$ cat config.mk
export PLATFORM = sky130hd
export DESIGN_NAME = lse_ctrl
export DESIGN_NICKNAME = d
export VERILOG_FILES = /design/src/hw/rtl/lse_pkg.sv /design/src/hw/rtl/lse_ctrl.sv
export SDC_FILE = /design/constraint.sdc
export NUM_CORES = 1
export LEC_CHECK = 0
export ABC_AREA = 1
export BUFFER_PORTS_ARGS = -buffer_cell sky130_fd_sc_hd__clkbuf_2
export CAP_MARGIN = 20
export CORE_AREA = 2 2 39 41
export DETAILED_ROUTE_END_ITERATION = 7
export DIE_AREA = 0 0 41 43
export HOLD_SLACK_MARGIN = 0.02
export SYNTH_ARGS = -nofsm -noshare
export SYNTH_HDL_FRONTEND = slang
export SYNTH_SLANG_ARGS = --single-unit
export TNS_END_PERCENT = 100
$ cat constraint.sdc
create_clock -name clk_i -period 1.3 [get_ports clk_i]
set_clock_uncertainty 0.15 [all_clocks]
set_input_delay 0.26 -clock clk_i [delete_from_list [all_inputs] [get_ports clk_i]]
set_output_delay 0.26 -clock clk_i [all_outputs]
set_load 0.02 [all_outputs]
$ cat src/hw/rtl/lse_pkg.sv
// Package for the lattice epidemic step block: field widths, codes, payload
// and controller/datapath interface types. No dependencies.
package lse_pkg;

  // Default configuration of the lattice
  localparam int unsigned SIDE_DEF      = 32;
  localparam int unsigned DRAW_BITS_DEF = 16;

  // Fixed field widths
  localparam int unsigned ACT_W     = 2;
  localparam int unsigned COORD_W   = 5;
  localparam int unsigned DIR_W     = 2;
  localparam int unsigned DRAW_W    = 16;
  localparam int unsigned REG_W     = 17;
  localparam int unsigned CFG_IDX_W = 2;
  localparam int unsigned GEN_W     = 16;
  localparam int unsigned CNT_OUT_W = 11;
  localparam int unsigned FR_OUT_W  = 13;
  localparam int unsigned CELL_W    = 2;

  // Item actions
  localparam logic [ACT_W-1:0] ACT_UPDATE  = 2'd0;
  localparam logic [ACT_W-1:0] ACT_SWEEP   = 2'd1;
  localparam logic [ACT_W-1:0] ACT_RESTART = 2'd2;

  // Neighbour directions
  localparam logic [DIR_W-1:0] DIR_ROW_INC = 2'd0;
  localparam logic [DIR_W-1:0] DIR_ROW_DEC = 2'd1;
  localparam logic [DIR_W-1:0] DIR_COL_INC = 2'd2;
  localparam logic [DIR_W-1:0] DIR_COL_DEC = 2'd3;

  // Cell states
  localparam logic [CELL_W-1:0] CELL_SUS = 2'd0;
  localparam logic [CELL_W-1:0] CELL_INF = 2'd1;
  localparam logic [CELL_W-1:0] CELL_VAX = 2'd2;

  // Configuration register indexes and reset values
  localparam logic [CFG_IDX_W-1:0] CFG_INFECT = 2'd0;
  localparam logic [CFG_IDX_W-1:0] CFG_VACC   = 2'd1;
  localparam logic [REG_W-1:0]     INFECT_RST = 17'd65536;
  localparam logic [REG_W-1:0]     VACC_RST   = 17'd1022;

  typedef struct packed {
    logic [ACT_W-1:0]   action;
    logic [COORD_W-1:0] row;
    logic [COORD_W-1:0] col;
    logic [DIR_W-1:0]   direction;
    logic [DRAW_W-1:0]  infect_draw;
    logic [DRAW_W-1:0]  vax_draw;
  } in_word_t;

  typedef struct packed {
    logic [GEN_W-1:0]     generation;
    logic [CNT_OUT_W-1:0] susceptible_count;
    logic [CNT_OUT_W-1:0] infected_count;
    logic [CNT_OUT_W-1:0] vaccinated_count;
    logic [FR_OUT_W-1:0]  frontier_pairs;
    logic                 done_res;
  } out_word_t;

  // Controller to datapath commands
  typedef struct packed {
    logic upd_rd;    // read active and neighbour cell, latch the item
    logic upd_wr;    // resolve the update and write back
    logic cnt_clr;   // rewind the lattice walk, clear the tallies
    logic gen_clr;   // clear the generation counter
    logic clr_wr;    // write one cell of the initial lattice
    logic scan_rd;   // read one cell and its lower neighbour for the tally
    logic res_load;  // finish the sweep, load the result word
  } cmd_t;

  // Datapath to controller status
  typedef struct packed {
    logic k_last;    // walk pointer is at the last cell
  } sts_t;

endpackage

$ cat src/hw/rtl/lse_ctrl.sv
// Controller of the lattice epidemic step block: sequences update, sweep,
// restart and clearing pass. Depends on lse_pkg.
module lse_ctrl
  import lse_pkg::*;
(
  input  logic             clk_i,
  input  logic             rst_ni,
  input  logic             in_valid_i,
  input  logic [ACT_W-1:0] action_i,
  output logic             in_stall_o,
  output logic             out_valid_o,
  input  logic             out_stall_i,
  input  sts_t             sts_i,
  output cmd_t             cmd_o
);

  localparam logic [2:0] ST_CLEAR = 3'd0;
  localparam logic [2:0] ST_IDLE  = 3'd1;
  localparam logic [2:0] ST_UPD   = 3'd2;
  localparam logic [2:0] ST_SCAN  = 3'd3;
  localparam logic [2:0] ST_DRAIN = 3'd4;
  localparam logic [2:0] ST_EMIT  = 3'd5;

  logic [2:0] state_q, state_d;
  logic       out_valid_q, out_valid_d;
  logic       accept;
  logic       slot_free;

  assign in_stall_o  = (state_q != ST_IDLE);
  assign accept      = in_valid_i && (state_q == ST_IDLE);
  assign slot_free   = !out_valid_q || !out_stall_i;
  assign out_valid_o = out_valid_q;

  // Decode commands from state and accepted action
  always_comb begin
    cmd_o          = '0;
    cmd_o.upd_rd   = accept && (action_i == ACT_UPDATE);
    cmd_o.cnt_clr  = accept && ((action_i == ACT_SWEEP) || (action_i == ACT_RESTART));
    cmd_o.gen_clr  = accept && (action_i == ACT_RESTART);
    cmd_o.upd_wr   = (state_q == ST_UPD);
    cmd_o.clr_wr   = (state_q == ST_CLEAR);
    cmd_o.scan_rd  = (state_q == ST_SCAN);
    cmd_o.res_load = (state_q == ST_EMIT) && slot_free;
  end

  // Advance the sequencer
  always_comb begin
    state_d = state_q;
    unique case (state_q)
      ST_CLEAR: begin
        if (sts_i.k_last) state_d = ST_IDLE;
      end
      ST_IDLE: begin
        if (accept) begin
          priority case (action_i)
            ACT_UPDATE:  state_d = ST_UPD;
            ACT_SWEEP:   state_d = ST_SCAN;
            ACT_RESTART: state_d = ST_CLEAR;
            default:     state_d = ST_IDLE;
          endcase
        end
      end
      ST_UPD:   state_d = ST_IDLE;
      ST_SCAN: begin
        if (sts_i.k_last) state_d = ST_DRAIN;
      end
      ST_DRAIN: state_d = ST_EMIT;
      ST_EMIT: begin
        if (slot_free) state_d = ST_IDLE;
      end
      default:  state_d = ST_CLEAR;
    endcase
  end

  // Hold the result word until taken
  always_comb begin
    out_valid_d = out_valid_q && out_stall_i;
    if (cmd_o.res_load) out_valid_d = 1'b1;
  end

  always_ff @(posedge clk_i or negedge rst_ni) begin
    if (!rst_ni) begin
      state_q     <= ST_CLEAR;
      out_valid_q <= 1'b0;
    end else begin
      state_q     <= state_d;
      out_valid_q <= out_valid_d;
    end
  end

`ifndef SYNTHESIS
  a_one_ram_user: assert property (@(posedge clk_i) disable iff (!rst_ni)
    $onehot0({cmd_o.upd_rd, cmd_o.upd_wr, cmd_o.clr_wr, cmd_o.scan_rd}))
    else $error("more than one user of the cell RAM");
  a_upd_after_read: assert property (@(posedge clk_i) disable iff (!rst_ni)
    (state_q == ST_UPD) |-> $past(cmd_o.upd_rd))
    else $error("update write without its read cycle");
  a_emit_after_drain: assert property (@(posedge clk_i) disable iff (!rst_ni)
    (state_q == ST_EMIT) && ($past(state_q) != ST_EMIT) |-> ($past(state_q) == ST_DRAIN))
    else $error("result load without a drained sweep");
`endif

endmodule

---- Word level (Yosys, flattened, before mapping) ----
Index checks and enable logic that the tools add are counted.
storage, ports and cells
  bits in registers ....................... 4
  latch bits .............................. 0
  memory bits (writable) .................. 0
  bits in read-only memories .............. 0
  input bits .............................. 7
  output and inout bits ................... 9
  word-level logic and storage cells ...... 34
  memories kept ........................... 0
operators by class
  add/subtract/negate cells ............... 0
  multiply operators ...................... 0
  div/mod/pow operators ................... 0
  magnitude comparators ................... 0
  equal/unequal tests ..................... 12
  shift operators ......................... 0
  mux-type cells .......................... 7
  bitwise operators ....................... 0
  reductions and logical operators ........ 13
operators by type and width
  operator            number
  $pmux 3 s6          1
  $mux 3              4
  $ne 2x2->1 const B  4
  $eq 3x2->1 const B  2
  $eq 3x3->1 const B  2
  $logic_and 1x1->1   6
  $pmux 2 s3          1
  $reduce_and 4->1    1
  $eq 3x1->1 const B  1
  $logic_not 3->1     1
  $ne 3x1->1 const B  1
  $eq 2x1->1 const B  1
  $eq 2x2->1 const B  1
  $logic_not 1->1     2
  $logic_not 2->1     1
  $logic_or 1x1->1    2
  $mux 1              1

---- Depth between registers and ports, before layout ----
Gate-level depths: netlist of run 1.
  depth in word-level cells ............... 4
  gate-level depth with buffers ........... 8
  depth with buffers taken out ............ 7

---- Least setup slack after synthesis of run 1 ----
OpenSTA, ideal clock, no wires.
  kind .................................... register -> output
  start point ............................. register state_q[0]
  end point ............................... output port cmd_o[5] (netlist name)
  arrival ................................. 992 ps
  data required time ...................... 890 ps
  slack ................................... -102 ps
  cell stages (with the launch flop) ...... 3
  path buffers ............................ 1
  cells stage by stage .................... dfrtp_1 > buf_6 > nor3_1
RTL lines
  element                 line            text
  from (decl)             lse_ctrl.sv:24  logic [2:0] state_q, state_d;
  from (signal assigned)  lse_ctrl.sv:86  state_q <= state_d;
  to (decl)               lse_ctrl.sv:14  output cmd_t cmd_o

---- Worst setup path after layout of run 1 ----
  start point ............................. register state_q[2]
  end point ............................... output port in_stall_o
between the ends
  longest elaborated chain between the ends .. 1
RTL lines
  element     line            text
  $ne 3x1->1  lse_ctrl.sv:29  assign in_stall_o = (state_q != ST_IDLE);
  to (decl)   lse_ctrl.sv:10  output logic in_stall_o,
No other way between the ends.

==> results.rst, run 1 <==
.. list-table::
   :header-rows: 1

   * - Metric
     - Value
   * - Number of iterations in the first detailed-routing pass
     - 4
   * - RSZ-0062 raised after global routing
     - yes
   * - Initial standard-cell utilization of the core
     - 0.278
   * - Overall die area
     - approximately 1800 um^2
   * - Cell family with most CP delay
     - buffers and inverters
   * - Sum of net half-perimeters after detailed placement
     - between 700 and 800 um
   * - Violated checks
     - setup timing
   * - Number of global-route vias before repair
     - approximately 400
   * - Most frequent cells in the layout
     - buf_4 (16), nand2_1 (12), inv_1 (9)
   * - Area of placed instances
     - between 500 and 600 um^2
   * - Slew Limit Fails
     - 0
   * - Routability Congestion
     - about 0.73
   * - Clock latency on the worst-skew pair
     - approximately 230 ps
   * - Gr ovfl total
     - 0
   * - # port buffers
     - 15
   * - Path category of the worst min-delay check
     - input port to flip-flop
   * - Number of top-level design ports
     - 16
   * - Routed wire length
     - 997 um
   * - Share of layout cells above drive strength 1
     - 0.534
   * - Synthesis-to-layout area growth
     - 83.7%
   * - Count of buffer and inverter cells on the critical path
     - 4
   * - Crit path largest cell delay
     - 390 ps
   * - Maximum fanout along the worst path
     - 3
   * - All-Layer GR Usage
     - 0.122
   * - Drc violations
     - 0
   * - Worst path required time
     - 890 ps
   * - Number of levels the H-tree was split into
     - 1
   * - Power per unit of standard cell area
     - 2150 nW/um^2
   * - CTS buffer count
     - 3
   * - FMAX
     - 0.642 GHz
   * - Average via count per standard cell
     - 4.36
   * - Reg2reg setup slack
     - -190 ps
   * - Worst Setup End Kind
     - primary output
   * - Floorplan Core Area
     - between 1000 and 1500 um^2
   * - Mean instance size in the synthesized netlist
     - around 7 um^2
   * - Wire length per cell after detailed routing
     - 9.59 um
   * - Worst slew pin tran
     - ~210 ps
   * - Cell area after synthesis
     - 384 um^2
   * - Via count
     - 453
   * - Post-synthesis instance total
     - 55
   * - Core utilization of the finished layout
     - 0.510
   * - Violation count after the first detailed-route iteration
     - 7
   * - Fin Setup TNS
     - -2190 ps
   * - VDD IR-drop max
     - a little over 0.7 mV
   * - Post-synthesis sequential element count
     - 4
   * - Setup CP Type
     - flip-flop to primary output
   * - Int Power
     - between 800 and 900 uW
   * - Final setup slack of the worst path
     - -257 ps
   * - Antenna violations before repair
     - 0
   * - TritonCTS clock tree
     - yes
   * - Syn Nets
     - 66
   * - Total of max-cap violations
     - 0
   * - Pin count of the biggest net entering global routing
     - 9
   * - Static Leakage
     - 0.000396 uW
   * - Number of fillers in the final layout
     - between 100 and 150
   * - Clock transition at the register clock pins on the worst setup and hold paths after CTS
     - 40 ps
   * - Clock sink total
     - 4
   * - Arrival time worst endpoint
     - between 1000 and 1500 ps
   * - Switching share of total power
     - 0.442
   * - Worst R2R Start
     - state_q[2]
   * - Outcome
     - finished with violations
   * - Yosys Warn Count
     - 0
   * - Startpoint kind of the worst setup timing path
     - flip-flop
   * - Total net switching power
     - approximately 670 uW
   * - Tmin final
     - approximately 1600 ps
   * - Beginning of the worst hold path
     - sts_i
   * - Share of the yosys chip area belonging to registers
     - 0.261
   * - Row count
     - 14
   * - Count of cells along the worst register-to-register path
     - 10
   * - Endpoints failing setup
     - 11
   * - Max Root-Sink Buffers
     - 2
   * - Period utilization
     - 1.20
   * - Wire length of the first global-routing pass
     - 1440 um
   * - Final Hold Fails
     - 0
   * - Cell Chain, Critical Path
     - inv_2, buf_4, buf_6, nand3_4, buf_8
   * - Sequential power share
     - 0.166
   * - Hold Slack
     - ~150 ps
   * - Final nets
     - 101
   * - Combinational share of power
     - 0.735
   * - Number of antenna diodes
     - 0
   * - Worst slew slack as a fraction of its limit
     - 0.857
   * - Slowest stage cell on the critical path
     - dfrtp_1
   * - Most common library cell in the layout ignoring fill and taps
     - buf_4
   * - Die height
     - about 43 um
   * - Hold path depth
     - 4
   * - Power share of the clock group
     - 0.099
   * - Final cell area excluding filler cells
     - just over 700 um^2
   * - Width of the die
     - ~41 um
   * - Worst reg2reg endpoint
     - state_q[0]
   * - Number of library cell types mapped by synthesis
     - 18
   * - Worst Hold Path EP
     - state_q[1]
   * - Root buffer cell
     - clkbuf_4
   * - Number of nets with antenna violations after detailed routing
     - 0
==> cell families after synthesis <==
kind of cell,after synthesis,synth area share
buffers and inverters,12,0.137
DFF,4,0.261
AOI/OAI and AO/OA,4,0.0521
adders and majority gates,4,0.130
and+or+nand+nor,31,0.420
==> layout make-up <==
cell class | count | area [um^2] | share of cell area
tap | 16 | 20.0 | 0.0284
timing repair buffer | 31 | 246 | 0.349
inverter | 11 | 41.3 | 0.0585
multi-input combinational | 39 | 274 | 0.388
clock buffer | 3 | 22.5 | 0.0319
sequential | 4 | 101 | 0.144
==> synth_stat cells, drive strengths merged <==
library cell	count	area, um^2
a21oi	1	5.00
nand3	6	40.0
buf	1	11.3
nor3	2	10.0
or2	1	6.26
nor2	8	47.6
nand4	1	6.26
o21ai	3	15.0
nand2	13	51.3
ha	4	50.1
dfrtp	4	100
inv	11	41.3
==> worst register-to-register path, delay by kind of cell, from the launching register on <==
family                 cells  cell delay, ps
AND/OR/NAND/NOR            6             430
buffers and inverters      4             420
flip-flops                 1             370
==> timing repair <==
action | 4_1_cts | 5_1_grt
hold buffers | 1 | 0
setup buffers | 3 | 3
pin swaps | 2 | 5
setup endpoints to repair | 11 | 11
gates resized for setup | 10 | 14
hold endpoints to repair | 4 | 0
==> per-layer routing <==
metal | part of all wire | track usage | up-vias
met2 | 0.57 | 0.197 | 13
met3 | 0.048 | 0.00524 | 0
met1 | 0.38 | 0.135 | 203
met4 | 0 | 0.100 | 0
li1 | - | - | 237
met5 | 0 | 0 | -
==> per-stage QoR <==
stage / total power [uW] / std cells / worst slack, ps
after floorplan: 738 / 55 / -48.9
after global placement: 969 / 94 / -66.7
after detailed placement: 978 / 94 / -97.1
after CTS: 1290 / 101 / -258
after global routing: 1630 / 104 / -331
final: 1520 / 104 / -257
==> state kept, by name, summed over array words and instances (netlist names) <==
register	flops
out_valid_o	1
state_q	3
==> power by group through the flow <==
stage / Clock [uW] / Combinational (uW) / Sequential [uW]
floorplan: 0 / 510 / 228
global placement: 0 / 724 / 244
detailed placement: 0 / 731 / 247
CTS: 156 / 882 / 247
global route: 160 / 1210 / 259
finish: 150 / 1120 / 251
==> how the worst max path moves through the flow <==
stage,endpoint,cells after the start,slack (ps),startpoint
floorplan,cmd_o[3],3,-50,state_q[2]
global placement,cmd_o[6],3,-70,state_q[0]
detailed placement,cmd_o[4],6,-100,action_i[0]
global route,cmd_o[3],4,-330,state_q[2]
CTS,cmd_o[3],4,-260,state_q[1]
finish,in_stall_o,5,-260,state_q[2]
Power figures use the tool's default switching activity.
==> run 2: changes to the inputs <==
--- a/config.mk
+++ b/config.mk
@@ -12,6 +12,8 @@
 export DETAILED_ROUTE_END_ITERATION = 7
 export DIE_AREA = 0 0 41 43
 export HOLD_SLACK_MARGIN = 0.02
+export MAX_ROUTING_LAYER = met4
+export SKIP_LAST_GASP = 1
 export SYNTH_ARGS = -nofsm -noshare
 export SYNTH_HDL_FRONTEND = slang
 export SYNTH_SLANG_ARGS = --single-unit
==> results.rst, run 2 (synthesis gave the netlist of run 1 again) <==
.. list-table::
   :header-rows: 1

   * - Metric
     - Value
   * - Die height
     - 43 um (unchanged)
   * - Slew Limit Fails
     - 0 (unchanged)
   * - Average via count per standard cell
     - 4.52 (+3.8%)
   * - Violated checks
     - setup timing
   * - Critical Path Sink
     - cmd_o[4]
   * - Overall power
     - 1500 uW (-0.83%)
   * - Outcome
     - finished with violations
   * - VDD IR-drop max
     - 0.721 mV (-0.88%)
   * - Width of the die
     - 41 um (unchanged)
   * - TritonCTS clock tree
     - yes
   * - Pin count of the biggest net entering global routing
     - 9 (unchanged)
   * - Clock latency on the worst-skew pair
     - 230 ps (about the same)
   * - Endpoints failing setup
     - 11 (unchanged)
   * - Initial standard-cell utilization of the core
     - 0.278 (unchanged)
   * - Overall die area
     - 1760 um^2 (unchanged)
   * - Highest metal used
     - met4
   * - Area taken by multi-input logic gates
     - 269 um^2 (-1.8%)
   * - Cell Chain, Critical Path
     - inv_2, nand4_1, nor2_1, clkbuf_4
   * - Routability Congestion
     - 0.741 (+1.2%)
   * - Reg2reg setup slack
     - -180 ps (about the same)
   * - Metal1 wirelength
     - 363 um (-3.2%)
   * - Total of max-cap violations
     - 0 (unchanged)
   * - Share of layout cells above drive strength 1
     - 0.523 (-0.0114)
   * - Number of top-level design ports
     - 16 (unchanged)
   * - Worst reg2reg endpoint
     - state_q[0]
   * - Static Leakage
     - 0.000395 uW (-0.25%)
   * - Path category of the worst min-delay check
     - input port to flip-flop
   * - Count of cells along the worst register-to-register path
     - 10 (unchanged)
   * - FMAX
     - 0.641 GHz (-0.13%)
   * - Row count
     - 14 (unchanged)
   * - Most frequent cells in the layout
     - buf_4 (15), nand2_1 (12), inv_1 (9)
   * - Detailed route wirelength on metal2
     - 534 um (-6.8%)
   * - Placement-stage worst setup slack
     - -97.1 ps (unchanged)
   * - Wire length of the first global-routing pass
     - 1440 um (unchanged)
   * - Cells after DPL
     - 94 (unchanged)
   * - Wire length per cell after detailed routing
     - 9.37 um (-2.3%)
   * - Number of iterations in the first detailed-routing pass
     - 4 (unchanged)
   * - Synthesis-to-layout area growth
     - 82.4%
   * - Core utilization of the finished layout
     - 0.506 (-0.00362)
   * - Number of nets with antenna violations after detailed routing
     - 0 (unchanged)
   * - Final Hold Fails
     - 0 (unchanged)
   * - Worst slew pin tran
     - 214 ps (+0.0292 ps)
   * - Startpoint of the most critical setup path
     - state_q[2]
   * - Final nets
     - 101 (unchanged)
   * - Routed wire length
     - 974 um (-2.3%)
   * - Beginning of the worst hold path
     - sts_i
   * - All-Layer GR Usage
     - 0.125 (+0.00301)
   * - Cell family with most CP delay
     - flip-flops
   * - Power per unit of standard cell area
     - 2150 nW/um^2 (-0.12%)
   * - Clock transition at the register clock pins on the worst setup and hold paths after CTS
     - 40 ps (about the same)
   * - Drc violations
     - 0 (unchanged)
   * - Gr ovfl total
     - 0 (unchanged)
   * - Violation count after the first detailed-route iteration
     - 8 (+1)
   * - Startpoint kind of the worst setup timing path
     - flip-flop
   * - Sum of net half-perimeters after detailed placement
     - 714 um (unchanged)
   * - Worst Setup End Kind
     - primary output
   * - Tmin final
     - 1560 ps (+2.10 ps)
   * - Worst slew slack as a fraction of its limit
     - 0.857 (about the same)
   * - Total stage count of the critical path
     - 4 (-1)
   * - Floorplan Core Area
     - 1380 um^2 (unchanged)
   * - Final setup slack of the worst path
     - -260 ps (-2.10 ps)
   * - Worst R2R Start
     - state_q[2]
   * - Slowest stage cell on the critical path
     - dfrtp_1
   * - Number of antenna diodes
     - 0 (unchanged)
   * - Most common library cell in the layout ignoring fill and taps
     - buf_4
   * - Maximum fanout along the worst path
     - 3 (unchanged)
   * - Max Root-Sink Buffers
     - 2 (unchanged)
   * - Number of global-route vias before repair
     - 403 (unchanged)
   * - CTS buffer count
     - 3 (unchanged)
   * - Clock sink total
     - 4 (unchanged)
   * - Register area
     - 101 um^2 (unchanged)
   * - Period utilization
     - 1.20 (+0.00162)
   * - Number of fillers in the final layout
     - 147 (unchanged)
   * - Count of buffer and inverter cells on the critical path
     - 2 (-2)
   * - Antenna violations before repair
     - 0 (unchanged)
   * - Register with the highest flop count
     - state_q
   * - Root buffer cell
     - clkbuf_4
   * - Number of non-filler instances in the completed layout
     - 104 (unchanged)
   * - Hold Slack
     - 156 ps (+2.60 ps)
   * - Detailed route wirelength on metal3
     - 65 um (+35%)
   * - RSZ-0062 raised after global routing
     - yes
   * - Number of levels the H-tree was split into
     - 1 (unchanged)
   * - # port buffers
     - 15 (unchanged)
   * - Number of flip-flops under the largest register name
     - 3 (unchanged)
   * - Via count
     - 470 (+3.8%)
   * - Worst path required time
     - 890 ps (about the same)
   * - Arrival time worst endpoint
     - 1150 ps (about the same)
   * - Crit path largest cell delay
     - 390 ps (about the same)
   * - Setup CP Type
     - flip-flop to primary output
run 2: cell count changes in the layout (fill, tap and decap cells not counted):
cell,delta
nand3_2,-1
clkbuf_4,+1
nand3_1,+1
buf_4,-1
run 2: metal layers:
metal / up-vias / track usage
met5: - / -
met4: 0 / 0.100
met3: 2 / 0.00524
met2: 21 / 0.197
met1: 209 / 0.135
li1: 238 / -
run 2: worst min-delay path by stage:
stage | depth (start not counted) | to
after floorplan | 0 | out_valid_o
after global placement | 1 | state_q[0]
final | 4 | state_q[1]
after detailed placement | 1 | state_q[1]
after CTS | 4 | state_q[1]
after global routing | 4 | state_q[1]
run 2: layout make-up:
cell class | instances | area share
clock buffers | 3 | 0.0321
inverters | 11 | 0.0589
multi-input cells | 39 | 0.384
flip-flops and latches | 4 | 0.145
well taps | 16 | 0.0286
repair buffers | 31 | 0.352
run 2: power breakdown:
group	switching [uW]	internal (uW)	total, uW	leakage, uW
Sequential	71.9	179	251	0.0000516
Clock	45.9	103	149	0.0000138
Combinational	545	560	1100	0.000330
run 2: tightest hold or removal path, delay by kind of cell:
kind                   cells  cell delay, ps
buffers and inverters      2             130
and+or+nand+nor            2             120
run 2: through the flow:
step,setup TNS (ps),instance area (um^2)
global placement,-297,544
floorplan,-147,393
finish,-2180,701
detailed placement,-436,544
CTS,-1820,637
global route,-2920,701
run 2: repair_timing:
item	CTS	global route
gates resized for setup	10	12
endpoints found under the setup margin	11	11
setup buffers	3	3
endpoints found under the hold margin	4	0
pin swaps	2	5
hold buffers	1	0
